===== src/sv/hadf_pkg.sv =====
// ----------------------------------------------------------------------------
// HDLC deframer package
// Shared constants, types and the byte-wise FCS-16 update for the
// asynchronous HDLC deframer.
// ----------------------------------------------------------------------------
package hadf_pkg;

   localparam logic [7:0]  FLAG_BYTE = 8'h7E;
   localparam logic [7:0]  ESC_BYTE  = 8'h7D;
   localparam logic [7:0]  ESC_XOR   = 8'h20;
   localparam logic [15:0] FCS_INIT  = 16'hFFFF;
   localparam logic [15:0] FCS_POLY  = 16'h8408;

   localparam int MAX_FRAME_DEFAULT = 128;

   localparam logic [2:0] KIND_DATA     = 3'd0;
   localparam logic [2:0] KIND_GOOD     = 3'd1;
   localparam logic [2:0] KIND_BADFCS   = 3'd2;
   localparam logic [2:0] KIND_SHORT    = 3'd3;
   localparam logic [2:0] KIND_OVERFLOW = 3'd4;

   typedef enum logic [1:0] {
      MODE_IDLE    = 2'd0,
      MODE_COLLECT = 2'd1,
      MODE_ESCAPED = 2'd2
   } front_mode_type;

   typedef enum logic [1:0] {
      OP_DATA  = 2'd0,
      OP_CLOSE = 2'd1,
      OP_ABORT = 2'd2
   } op_kind_type;

   typedef struct packed {
      op_kind_type kind;
      logic [7:0]  data;
   } op_type;

   function automatic logic [15:0] fcs_update(input logic [15:0] crc,
                                              input logic [7:0]  b);
      logic [15:0] c;
      c = crc ^ {8'h00, b};
      for (int k = 0; k < 8; k++) begin
         if (c[0]) begin
            c = (c >> 1) ^ FCS_POLY;
         end else begin
            c = c >> 1;
         end
      end
      return c;
   endfunction

endpackage


===== src/sv/hdlc_async_deframer_fcs16.sv =====
// ----------------------------------------------------------------------------
// Asynchronous HDLC deframer with FCS-16 check
// Top level: front end, operation queue and back end.
// ----------------------------------------------------------------------------
// The block takes one received byte per cycle while req_full is low and can
// deliver one result per cycle while results are popped. A byte that yields a
// result is written into an operation queue entry and is then loaded into the
// back end's result register, where the byte-wide FCS-16 update sets the rate.
// Payload bytes appear two bytes late, as the last two bytes of a frame are its
// FCS, and each closed or aborted frame ends with one status result.
module hdlc_async_deframer_fcs16
   import hadf_pkg::*;
#(
   parameter int MAX_FRAME = MAX_FRAME_DEFAULT
) (
   input  logic       clock,
   input  logic       reset,
   input  logic       req_push,
   output logic       req_full,
   input  logic [7:0] req_rx_byte,
   output logic       rsp_empty,
   input  logic       rsp_pop,
   output logic [2:0] rsp_result_kind,
   output logic [7:0] rsp_payload_byte,
   output logic [7:0] rsp_frame_length
);

   logic   front_valid;
   op_type front_op;
   logic   q_full;
   logic   q_valid;
   logic   q_take;
   op_type q_op;
   logic   out_valid;

   hadf_front #(
      .MAX_FRAME (MAX_FRAME)
   ) u_front (
      .clock    (clock),
      .reset    (reset),
      .in_push  (req_push),
      .in_byte  (req_rx_byte),
      .op_full  (q_full),
      .op_valid (front_valid),
      .op       (front_op)
   );

   hadf_opq u_opq (
      .clock    (clock),
      .reset    (reset),
      .wr_valid (front_valid),
      .wr_op    (front_op),
      .full     (q_full),
      .rd_valid (q_valid),
      .rd_take  (q_take),
      .rd_op    (q_op)
   );

   hadf_back u_back (
      .clock     (clock),
      .reset     (reset),
      .op_valid  (q_valid),
      .op        (q_op),
      .op_take   (q_take),
      .out_valid (out_valid),
      .out_pop   (rsp_pop),
      .out_kind  (rsp_result_kind),
      .out_byte  (rsp_payload_byte),
      .out_len   (rsp_frame_length)
   );

   assign req_full  = q_full;
   assign rsp_empty = !out_valid;

`ifndef SYNTHESIS
   a_status_has_no_byte: assert property (@(posedge clock) disable iff (reset)
      (!rsp_empty && rsp_result_kind != KIND_DATA) |-> (rsp_payload_byte == 8'h00))
      else $error("Status result carries a payload byte.");

   a_data_has_no_length: assert property (@(posedge clock) disable iff (reset)
      (!rsp_empty && rsp_result_kind == KIND_DATA) |-> (rsp_frame_length == 8'h00))
      else $error("Payload result carries a frame length.");

   a_length_in_range: assert property (@(posedge clock) disable iff (reset)
      !rsp_empty |-> (32'(rsp_frame_length) <= 32'(MAX_FRAME)))
      else $error("Frame length beyond the maximum frame size.");

   a_result_held: assert property (@(posedge clock) disable iff (reset)
      (!rsp_empty && !rsp_pop) |=> (!rsp_empty && $stable(rsp_result_kind)))
      else $error("Waiting result changed before transfer.");
`endif

endmodule


===== src/sv/hadf_front.sv =====
// ----------------------------------------------------------------------------
// HDLC deframer front end
// Tracks flags and escapes, counts data bytes and turns received bytes into
// data, close or abort operations for the back end.
// ----------------------------------------------------------------------------
module hadf_front
   import hadf_pkg::*;
#(
   parameter int MAX_FRAME = MAX_FRAME_DEFAULT
) (
   input  logic       clock,
   input  logic       reset,
   input  logic       in_push,
   input  logic [7:0] in_byte,
   input  logic       op_full,
   output logic       op_valid,
   output op_type     op
);

   localparam int CW = $clog2(MAX_FRAME + 3);
   localparam logic [CW-1:0] LIMIT = CW'(MAX_FRAME + 2);

   front_mode_type mode_ff, mode_in;
   logic [CW-1:0]  cnt_ff, cnt_in;
   logic           accept;
   logic [7:0]     dbyte;
   logic           at_limit;

   assign accept   = in_push && !op_full;
   assign dbyte    = (mode_ff == MODE_ESCAPED) ? (in_byte ^ ESC_XOR) : in_byte;
   assign at_limit = (cnt_ff == LIMIT);

   always_comb begin
      mode_in = mode_ff;
      cnt_in  = cnt_ff;
      if (accept) begin
         unique case (mode_ff)
            MODE_COLLECT: begin
               if (in_byte == ESC_BYTE) begin
                  mode_in = MODE_ESCAPED;
               end else if (in_byte == FLAG_BYTE) begin
                  if (cnt_ff != '0) begin
                     mode_in = MODE_IDLE;
                     cnt_in  = '0;
                  end
               end else if (at_limit) begin
                  mode_in = MODE_IDLE;
                  cnt_in  = '0;
               end else begin
                  cnt_in = cnt_ff + 1'b1;
               end
            end
            MODE_ESCAPED: begin
               if (at_limit) begin
                  mode_in = MODE_IDLE;
                  cnt_in  = '0;
               end else begin
                  mode_in = MODE_COLLECT;
                  cnt_in  = cnt_ff + 1'b1;
               end
            end
            default: begin
               mode_in = MODE_IDLE;
               if (in_byte == FLAG_BYTE) begin
                  mode_in = MODE_COLLECT;
                  cnt_in  = '0;
               end
            end
         endcase
      end
   end

   always_comb begin
      op_valid = 1'b0;
      op.kind  = OP_DATA;
      op.data  = dbyte;
      if (accept) begin
         unique case (mode_ff)
            MODE_COLLECT: begin
               if (in_byte == ESC_BYTE) begin
                  op_valid = 1'b0;
               end else if (in_byte == FLAG_BYTE) begin
                  op_valid = (cnt_ff != '0);
                  op.kind  = OP_CLOSE;
               end else begin
                  op_valid = 1'b1;
                  op.kind  = at_limit ? OP_ABORT : OP_DATA;
               end
            end
            MODE_ESCAPED: begin
               op_valid = 1'b1;
               op.kind  = at_limit ? OP_ABORT : OP_DATA;
            end
            default: begin
               op_valid = 1'b0;
            end
         endcase
      end
   end

   always_ff @(posedge clock) begin
      if (reset) begin
         mode_ff <= MODE_IDLE;
         cnt_ff  <= '0;
      end else begin
         mode_ff <= mode_in;
         cnt_ff  <= cnt_in;
      end
   end

endmodule


===== src/sv/hadf_opq.sv =====
// ----------------------------------------------------------------------------
// HDLC deframer operation queue
// Two-entry queue that decouples the front end from the back end.
// ----------------------------------------------------------------------------
module hadf_opq
   import hadf_pkg::*;
(
   input  logic   clock,
   input  logic   reset,
   input  logic   wr_valid,
   input  op_type wr_op,
   output logic   full,
   output logic   rd_valid,
   input  logic   rd_take,
   output op_type rd_op
);

   op_type     entry_ff [2];
   logic       wr_ptr_ff, wr_ptr_in;
   logic       rd_ptr_ff, rd_ptr_in;
   logic [1:0] count_ff, count_in;
   logic       do_wr;
   logic       do_rd;

   assign full     = (count_ff == 2'd2);
   assign rd_valid = (count_ff != 2'd0);
   assign rd_op    = entry_ff[rd_ptr_ff];
   assign do_wr    = wr_valid && !full;
   assign do_rd    = rd_take && rd_valid;

   always_comb begin
      wr_ptr_in = do_wr ? ~wr_ptr_ff : wr_ptr_ff;
      rd_ptr_in = do_rd ? ~rd_ptr_ff : rd_ptr_ff;
      count_in  = count_ff;
      if (do_wr && !do_rd) begin
         count_in = count_ff + 2'd1;
      end else if (do_rd && !do_wr) begin
         count_in = count_ff - 2'd1;
      end
   end

   always_ff @(posedge clock) begin
      if (do_wr) begin
         entry_ff[wr_ptr_ff] <= wr_op;
      end
   end

   always_ff @(posedge clock) begin
      if (reset) begin
         wr_ptr_ff <= 1'b0;
         rd_ptr_ff <= 1'b0;
         count_ff  <= 2'd0;
      end else begin
         wr_ptr_ff <= wr_ptr_in;
         rd_ptr_ff <= rd_ptr_in;
         count_ff  <= count_in;
      end
   end

endmodule


===== src/sv/hadf_back.sv =====
// ----------------------------------------------------------------------------
// HDLC deframer back end
// Holds back the last two bytes, runs the FCS-16, counts payload and
// drives the result register.
// ----------------------------------------------------------------------------
module hadf_back
   import hadf_pkg::*;
(
   input  logic       clock,
   input  logic       reset,
   input  logic       op_valid,
   input  op_type     op,
   output logic       op_take,
   output logic       out_valid,
   input  logic       out_pop,
   output logic [2:0] out_kind,
   output logic [7:0] out_byte,
   output logic [7:0] out_len
);

   logic [7:0]  hold0_ff, hold0_in;
   logic [7:0]  hold1_ff, hold1_in;
   logic [1:0]  hcnt_ff, hcnt_in;
   logic [15:0] crc_ff, crc_in;
   logic [7:0]  count_ff, count_in;
   logic        valid_ff, valid_in;
   logic [2:0]  kind_ff, kind_in;
   logic [7:0]  byte_ff, byte_in;
   logic [7:0]  len_ff, len_in;
   logic        slot_free;
   logic        produce;

   assign slot_free = !valid_ff || out_pop;
   assign op_take   = op_valid && slot_free;

   always_comb begin
      hold0_in = hold0_ff;
      hold1_in = hold1_ff;
      hcnt_in  = hcnt_ff;
      crc_in   = crc_ff;
      count_in = count_ff;
      produce  = 1'b0;
      kind_in  = KIND_DATA;
      byte_in  = 8'h00;
      len_in   = 8'h00;
      if (op_take) begin
         case (op.kind)
            OP_DATA: begin
               if (hcnt_ff < 2'd2) begin
                  if (hcnt_ff == 2'd0) begin
                     hold0_in = op.data;
                  end else begin
                     hold1_in = op.data;
                  end
                  hcnt_in = hcnt_ff + 2'd1;
               end else begin
                  produce  = 1'b1;
                  byte_in  = hold0_ff;
                  crc_in   = fcs_update(crc_ff, hold0_ff);
                  count_in = count_ff + 8'd1;
                  hold0_in = hold1_ff;
                  hold1_in = op.data;
               end
            end
            OP_CLOSE: begin
               produce = 1'b1;
               len_in  = count_ff;
               if (hcnt_ff < 2'd2) begin
                  kind_in = KIND_SHORT;
               end else if (~crc_ff == {hold1_ff, hold0_ff}) begin
                  kind_in = KIND_GOOD;
               end else begin
                  kind_in = KIND_BADFCS;
               end
               hcnt_in  = 2'd0;
               crc_in   = FCS_INIT;
               count_in = 8'd0;
            end
            default: begin
               produce  = 1'b1;
               kind_in  = KIND_OVERFLOW;
               len_in   = count_ff;
               hcnt_in  = 2'd0;
               crc_in   = FCS_INIT;
               count_in = 8'd0;
            end
         endcase
      end
      valid_in = produce ? 1'b1 : (out_pop ? 1'b0 : valid_ff);
   end

   always_ff @(posedge clock) begin
      hold0_ff <= hold0_in;
      hold1_ff <= hold1_in;
      if (produce) begin
         kind_ff <= kind_in;
         byte_ff <= byte_in;
         len_ff  <= len_in;
      end
   end

   always_ff @(posedge clock) begin
      if (reset) begin
         hcnt_ff  <= 2'd0;
         crc_ff   <= FCS_INIT;
         count_ff <= 8'd0;
         valid_ff <= 1'b0;
      end else begin
         hcnt_ff  <= hcnt_in;
         crc_ff   <= crc_in;
         count_ff <= count_in;
         valid_ff <= valid_in;
      end
   end

   assign out_valid = valid_ff;
   assign out_kind  = kind_ff;
   assign out_byte  = byte_ff;
   assign out_len   = len_ff;

endmodule


===== config.mk =====
export PLATFORM = sky130hd
export DESIGN_NAME = hdlc_async_deframer_fcs16
export DESIGN_NICKNAME = d
export VERILOG_FILES = /design/src/sv/hadf_pkg.sv /design/src/sv/hdlc_async_deframer_fcs16.sv /design/src/sv/hadf_front.sv /design/src/sv/hadf_opq.sv /design/src/sv/hadf_back.sv
export SDC_FILE = /design/constraint.sdc
export NUM_CORES = 1
export LEC_CHECK = 0
export BUFFER_PORTS_ARGS = -buffer_cell sky130_fd_sc_hd__clkbuf_2
export CORE_UTILIZATION = 55
export CTS_CLUSTER_DIAMETER = 50
export DETAILED_ROUTE_END_ITERATION = 10
export PLACE_DENSITY = 0.74
export SLEW_MARGIN = 20
export SYNTH_ARGS = -nofsm -noshare
export SYNTH_HDL_FRONTEND = slang
export SYNTH_SLANG_ARGS = --single-unit
export TNS_END_PERCENT = 30

===== constraint.sdc =====
create_clock -name clock -period 5.8 [get_ports clock]
set_clock_uncertainty 0.15 [all_clocks]
set_input_delay 0.58 -clock clock [delete_from_list [all_inputs] [get_ports clock]]
set_output_delay 0.58 -clock clock [all_outputs]
set_load 0.01 [all_outputs]

== Yosys cells after proc, flatten, opt, wreduce, memory -nomap -nowiden ==
Memory sizes are Yosys's and may differ from the RTL's. A register that Yosys moved wholly into a read port is not among the register bits.
Cells that the tools add are included.

* Register bits after elaboration: 76
* RAM bits: 20
* Memories kept: 1

{| class="wikitable"
|+ Memory list
! memory !! depth !! width !! read ports !! clocked after Yosys merged registers in !! wr ports !! line !! text
|-
| u_opq.entry_ff || 2 || 10 || 1 || 1 || 1 || hadf_opq.sv:18 || <nowiki>op_type entry_ff [2];</nowiki>
|}

* Add/sub/neg operators: 5
* Order comparisons: 1
* Eq/ne operators: 16
* Mux-type cells: 76
* Bitwise operators: 15
* Reductions and logical operators: 26

{| class="wikitable"
|+ Operator list
! operator !! count
|-
| $mux W16 || 31
|-
| $mux W8 || 11
|-
| $mux W2 || 13
|-
| $not A2 Y3 || 8
|-
| $add A8 B1 Y8 const B || 2
|-
| $eq A16 B16 Y1 || 1
|-
| $eq A8 B7 Y1 const B || 2
|-
| $not A16 Y16 || 1
|-
| $pmux W8 S2 || 1
|-
| $xor A16 B8 Y16 || 1
|-
| $mux W1 || 14
|-
| $reduce_and A3 Y1 || 3
|-
| $eq A8 B8 Y1 const B || 1
|-
| $ne A2 B2 Y1 const B || 4
|-
| $pmux W2 S2 || 2
|-
| $reduce_bool A8 Y1 || 1
|-
| $logic_and A1 B1 Y1 || 6
|-
| $mux W6 || 1
|-
| $pmux W3 S2 || 1
|-
| $reduce_bool A2 Y1 || 3
|-
| $not A1 Y1 || 5
|-
| $add A2 B1 Y2 const B || 2
|-
| $eq A2 B1 Y1 const B || 2
|-
| $eq A2 B2 Y1 const B || 2
|-
| other kinds (16) || 21
|}

== Logic depth before layout (Yosys ltp) ==
* Word-level depth: 40
* Depth in mapped cells: 9
* Mapped depth without buffers: 9

== Hierarchy ==
A second synthesis with hierarchy kept.

* Cells, all modules: 404
* Area total of the unflattened synthesis: 4564.4 um^2

{| class="wikitable"
|+ Modules (own cells, without submodules)
! module !! instances !! cells each !! area an instance (um^2) !! sequential area each (um^2)
|-
| hadf_back || 1 || 241 || 2791.4 || 1591.5
|-
| hadf_opq || 1 || 56 || 938.4 || 700.7
|-
| hadf_front || 1 || 106 || 830.8 || 200.2
|-
| hdlc_async_deframer_fcs16 || 1 || 1 || 3.8 || 0.0
|}

== Least setup slack after synthesis ==
Ideal clock, no wire load.

* Path kind: input to register
* Start point: input req_rx_byte[5]
* End point: register u_opq.count_ff[1]
* Library setup time: 71 ps
* Arrival time: 2226 ps
* Required time: 5579 ps
* Setup slack: 3353 ps
* Stages: 6
* Buffers on the path: 0
* Cells stage by stage: nand4_1 -> or2_1 -> o311a_1 -> ha_1 -> or3_1 -> a21oi_1

* Cells in the longest elaborated chain, start to end: 9
* Elaborated cells between the ends (all ways): 12
* Classes of those cells: eq/ne: 2; mux: 5; reduce/logical: 5

{| class="wikitable"
|+ RTL lines
! item !! line !! text
|-
| start: declaration || hdlc_async_deframer_fcs16.sv:20 || <nowiki>input logic [7:0] req_rx_byte,</nowiki>
|-
| $eq A8 B7 Y1 || hadf_front.sv:82 || <nowiki>end else if (in_byte == FLAG_BYTE) begin</nowiki>
|-
| $mux W1 || hadf_front.sv:82 ||
|-
| $mux W1 (*) || hadf_front.sv:80 || <nowiki>if (in_byte == ESC_BYTE) begin</nowiki>
|-
| $pmux W1 S2 (*) || hadf_front.sv:78 || <nowiki>unique case (mode_ff)</nowiki>
|-
| $mux W1 (*) || hadf_front.sv:77 || <nowiki>if (accept) begin</nowiki>
|-
| $logic_and A1 B1 Y1 (*) || hadf_opq.sv:28 || <nowiki>assign do_wr = wr_valid && !full;</nowiki>
|-
| $logic_not A1 Y1 || hadf_opq.sv:37 || <nowiki>end else if (do_rd && !do_wr) begin</nowiki>
|-
| $logic_and A1 B1 Y1 || hadf_opq.sv:37 ||
|-
| $reduce_bool A2 Y1 (no source line) || n/a ||
|-
| end signal: assignment || hadf_opq.sv:56 || <nowiki>count_ff <= count_in;</nowiki>
|-
| end: declaration || hadf_opq.sv:21 || <nowiki>logic [1:0] count_ff, count_in;</nowiki>
|}

Mark *: on every way between the ends. The rest lies on a longest branch, timed or not.
A chain may end at the register's enable or synchronous reset.

==> results.md <==
* Congestion Overflow GR at 0
* Die ar. at approximately 8400 um^2
* Crit-path max FO at 30
* Number of gates resized after cts at 0
* Dpl hpwl at about 5.7 mm
* Post-Syn Nets at 403
* Flops & latches, synth at 97
* Final Hold Violating Endpoints at 0
* Post-synthesis sequential area ratio at 56.3%
* Maximum vdd drop at about 0.00015 V
* I/O Buffers at 32
* Main area contributors after synthesis: edfxtp_1, dfxtp_1, xnor2_1
* Fillcell total at between 600 and 700
* Routability cong. at around 0.8
* Remaining antenna violation count at 0
* Hold Crit Depth at 1
* Clock power share at 24.8%
* Int Pwr at 0.00109 W
* Startpoint Class: flop
* Clock-pin slew on the worst setup and hold paths at 0.09 ns
* Crit. End Element: flop
* Critical path's slowest cell: inv_1
* Leading area contributor after synthesis: edfxtp_1
* Number of library cell types mapped by synthesis at 55
* Crit path DAT at approximately 2.8 ns
* CTS root buffer: clkbuf_8
* Peak Freq at 0.333 GHz
* Power, Total at 0.00155 W
* Hold path start: req_rx_byte[2]
* PnR worst setup slack at 2.80 ns
* CTS hold repair buffers at 0
* Setup TNS Final at 0 ns
* P&R area growth vs syn at 9.55%
* Global-route wire length before repair at about 13 mm
* RSZ-0062 raised after global routing: false
* Hold_ws at 0.278 ns
* Gate Count Post-Synth at between 300 and 400
* Post-synth EDFFs at 55
* Number of diodes at 0
* DRC Markers at 0
* Max Cap Violations at 0
* Average size of a mapped cell at ~12 um^2
* Part of the cycle the worst path needs at 51.7%
* Fin nets at 434
* PD cells at 320 nW/um^2
* Worst-skew pair later-pin latency at roughly 0.36 ns
* Net Sw Power at 0.000469 W
* Die H at 91.8 um
* Total GRT Usage at about 20%
* Top delay family on crit path: simple AND/OR/NAND/NOR gates
* Outcome: finished clean
* FF-to-FF path depth at 4
* DR WL/cell at 15.3 um
* Layout cells sized above 1 at between 10% and 20%
* Final Max Slew Viols at 0
* Cell Area, Synth at around 4400 um^2
* # IOs at 33
* CP bufs+invs at 1
* CTS H-tree lvls at 3
* Setup CP Type: reg -> reg
* Initial core utilization at 57.0%
* Largest net degree at the start of global routing at 43
* Initial antenna violation count at 0
* Total core area at between 7000 and 8000 um^2
* Combinational share of power at 21.3%
* Register-to-register setup slack at 2.80 ns
* Die X at around 92 um
* Worst slack, placed at about 2.8 ns
* Share of the synthesized area in the top cell type at 37.3%
* CTS tree: yes
* Drt pass-1 iters at 6
* CTS Buffer Depth at 2
* Synth Warn # at 0
* Vias in the first global route at 2800
* Leakage at 1.76 nW
* Routed wire length at 7.98 mm
* Worst reg2reg endpoint: u_back.out_byte[1]
* Placed cell count at 504
* Row count at 32
* # setup viols final at 0
* Vias at 2980
* Seq pwr share at between 50% and 60%
* FFs w/ async S/R, synth at 0%
* Sink Count at 97
* WP data required at approximately 5.6 ns
* Crit path time final at 3.00 ns
* CTS buffer count at 9
* CP peak stage delay at 0.80 ns
* Switching Share at a little under a third
* Finished Layout Cells at 520
* Worst slew margin at roughly a third
* Hold Crit Class: in -> reg
* Hold EP: u_opq.entry_ff[1][2]
* Most used flip-flop cell after synthesis: edfxtp_1
* Crit-path cells: nor3_1 > nor2_1 > o21ai_2 > inv_1
* Via density at 5.73
* Worst-Margin Slew at 1.02 ns
* Detailed Route Iter0 Violations at 157
* Post-CTS Setup Inserts at 0
## worst register-to-register path, cell delays in order (launching register included)
cell and delay [ns]:
dfxtp_1 0.63, nor3_1 0.19, nor2_1 0.62, o21ai_2 0.24, inv_1 0.80
## routing by layer
layer / global-route usage, % / vias to the layer above / part of all wire, % / wire (um)
li1: - / 1474 / - / -
met1: 25.5 / 1423 / 45 / 3580
met2: 34.5 / 71 / 50 / 3970
met3: 4.15 / 12 / 3.6 / 285
met4: 9.11 / 0 / 1.8 / 146
met5: 0 / - / 0 / 0
## power groups by stage
stage | clock [W] | sequential (W) | combinational [W]
2_1_floorplan | 0 | 0.000849 | 0.000249
3_3_place_gp | 0 | 0.000853 | 0.000314
3_5_place_dp | 0 | 0.000856 | 0.000322
4_1_cts | 0.000396 | 0.000840 | 0.000325
5_1_grt | 0.000423 | 0.000846 | 0.000367
6_report | 0.000385 | 0.000838 | 0.000331
## logic make-up after synthesis
family          share of synthesized area [%]
buf+inv                                  2.23
fa+ha+maj                                2.54
mux                                      4.29
flops                                    56.3
xor+xnor                                 7.71
simple gates                             15.5
compound gates                           11.4
## layout by cell type (no fill, tap or decap), types with 4 or more instances in the layout
cell,netlist,layout
xnor2_1,33,33
inv_1,13,13
a21oi_1,20,20
ha_1,9,9
xor2_1,6,6
o21ai_0,11,11
and2_1,10,10
and3_1,13,13
nor2_1,22,22
nor3_1,8,6
clkbuf_8,0,9
o211ai_1,5,5
nand3_1,7,7
dfxtp_1,42,42
mux2_2,16,16
nor4_1,4,4
nand2b_1,16,16
nand4b_1,5,5
o22ai_1,12,12
clkbuf_2,0,32
edfxtp_1,55,55
nand2_1,14,14
a211oi_1,8,8
## stage by stage
stage	util [%]	cell area [um^2]
global route	62.5	4850
global placement	60.1	4670
finish	62.5	4850
CTS	62.4	4840
detailed placement	60.1	4670
floorplan	-	4430
## area by class of cell
cell class | count | area, um^2 | share of cell area (%)
inverter | 14 | 52.6 | 1.08
timing repair buffer | 32 | 160 | 3.30
sequential | 97 | 2490 | 51.4
clock inverter | 6 | 43.8 | 0.902
clock buffer | 10 | 128 | 2.63
tap | 102 | 128 | 2.63
multi-input combinational | 259 | 1850 | 38.1
## state kept, by name, summed over array words and instances (netlist names), named ones only
signal / flops
u_back.hold1_ff: 8
u_back.out_kind: 3
u_front.cnt_ff: 8
u_back.count_ff: 8
u_opq.rd_ptr_ff: 1
u_opq.wr_ptr_ff: 1
u_back.out_byte: 8
u_back.out_len: 8
u_back.hcnt_ff: 2
u_front.mode_ff: 2
u_back.hold0_ff: 8
u_opq.entry_ff: 20
u_back.out_valid: 1
u_opq.count_ff: 2
u_back.crc_ff: 16
## cell usage after synthesis, drive strengths merged (2+ instances only)
cell     n
o32ai    2
and3    13
nor2    22
nand3    7
nand3b   2
nand4b   5
or2      4
nor3     9
o311a    2
xnor2   33
ha       9
xor2     6
nand2   14
nor4     4
mux2    16
clkbuf  10
nand2b  16
o31ai    3
dfxtp   42
and4     2
o21ai   13
nor3b    2
edfxtp  55
or3      2
inv     14
o22ai   12
or4      3
and2    11
a211oi   8
buf      2
a21oi   20
o211ai   5
## worst max path at each step
stage | slack (ns) | cells after the start | endpoint
floorplan | 3.35 | 6 | u_opq.count_ff[1]
global placement | 2.88 | 5 | u_back.hold1_ff[2]
detailed placement | 2.78 | 5 | u_back.hold1_ff[3]
CTS | 2.83 | 4 | u_back.out_byte[1]
global route | 2.51 | 6 | u_back.crc_ff[9]
finish | 2.80 | 4 | u_back.out_byte[1]
(Power assumes the default switching activity.)
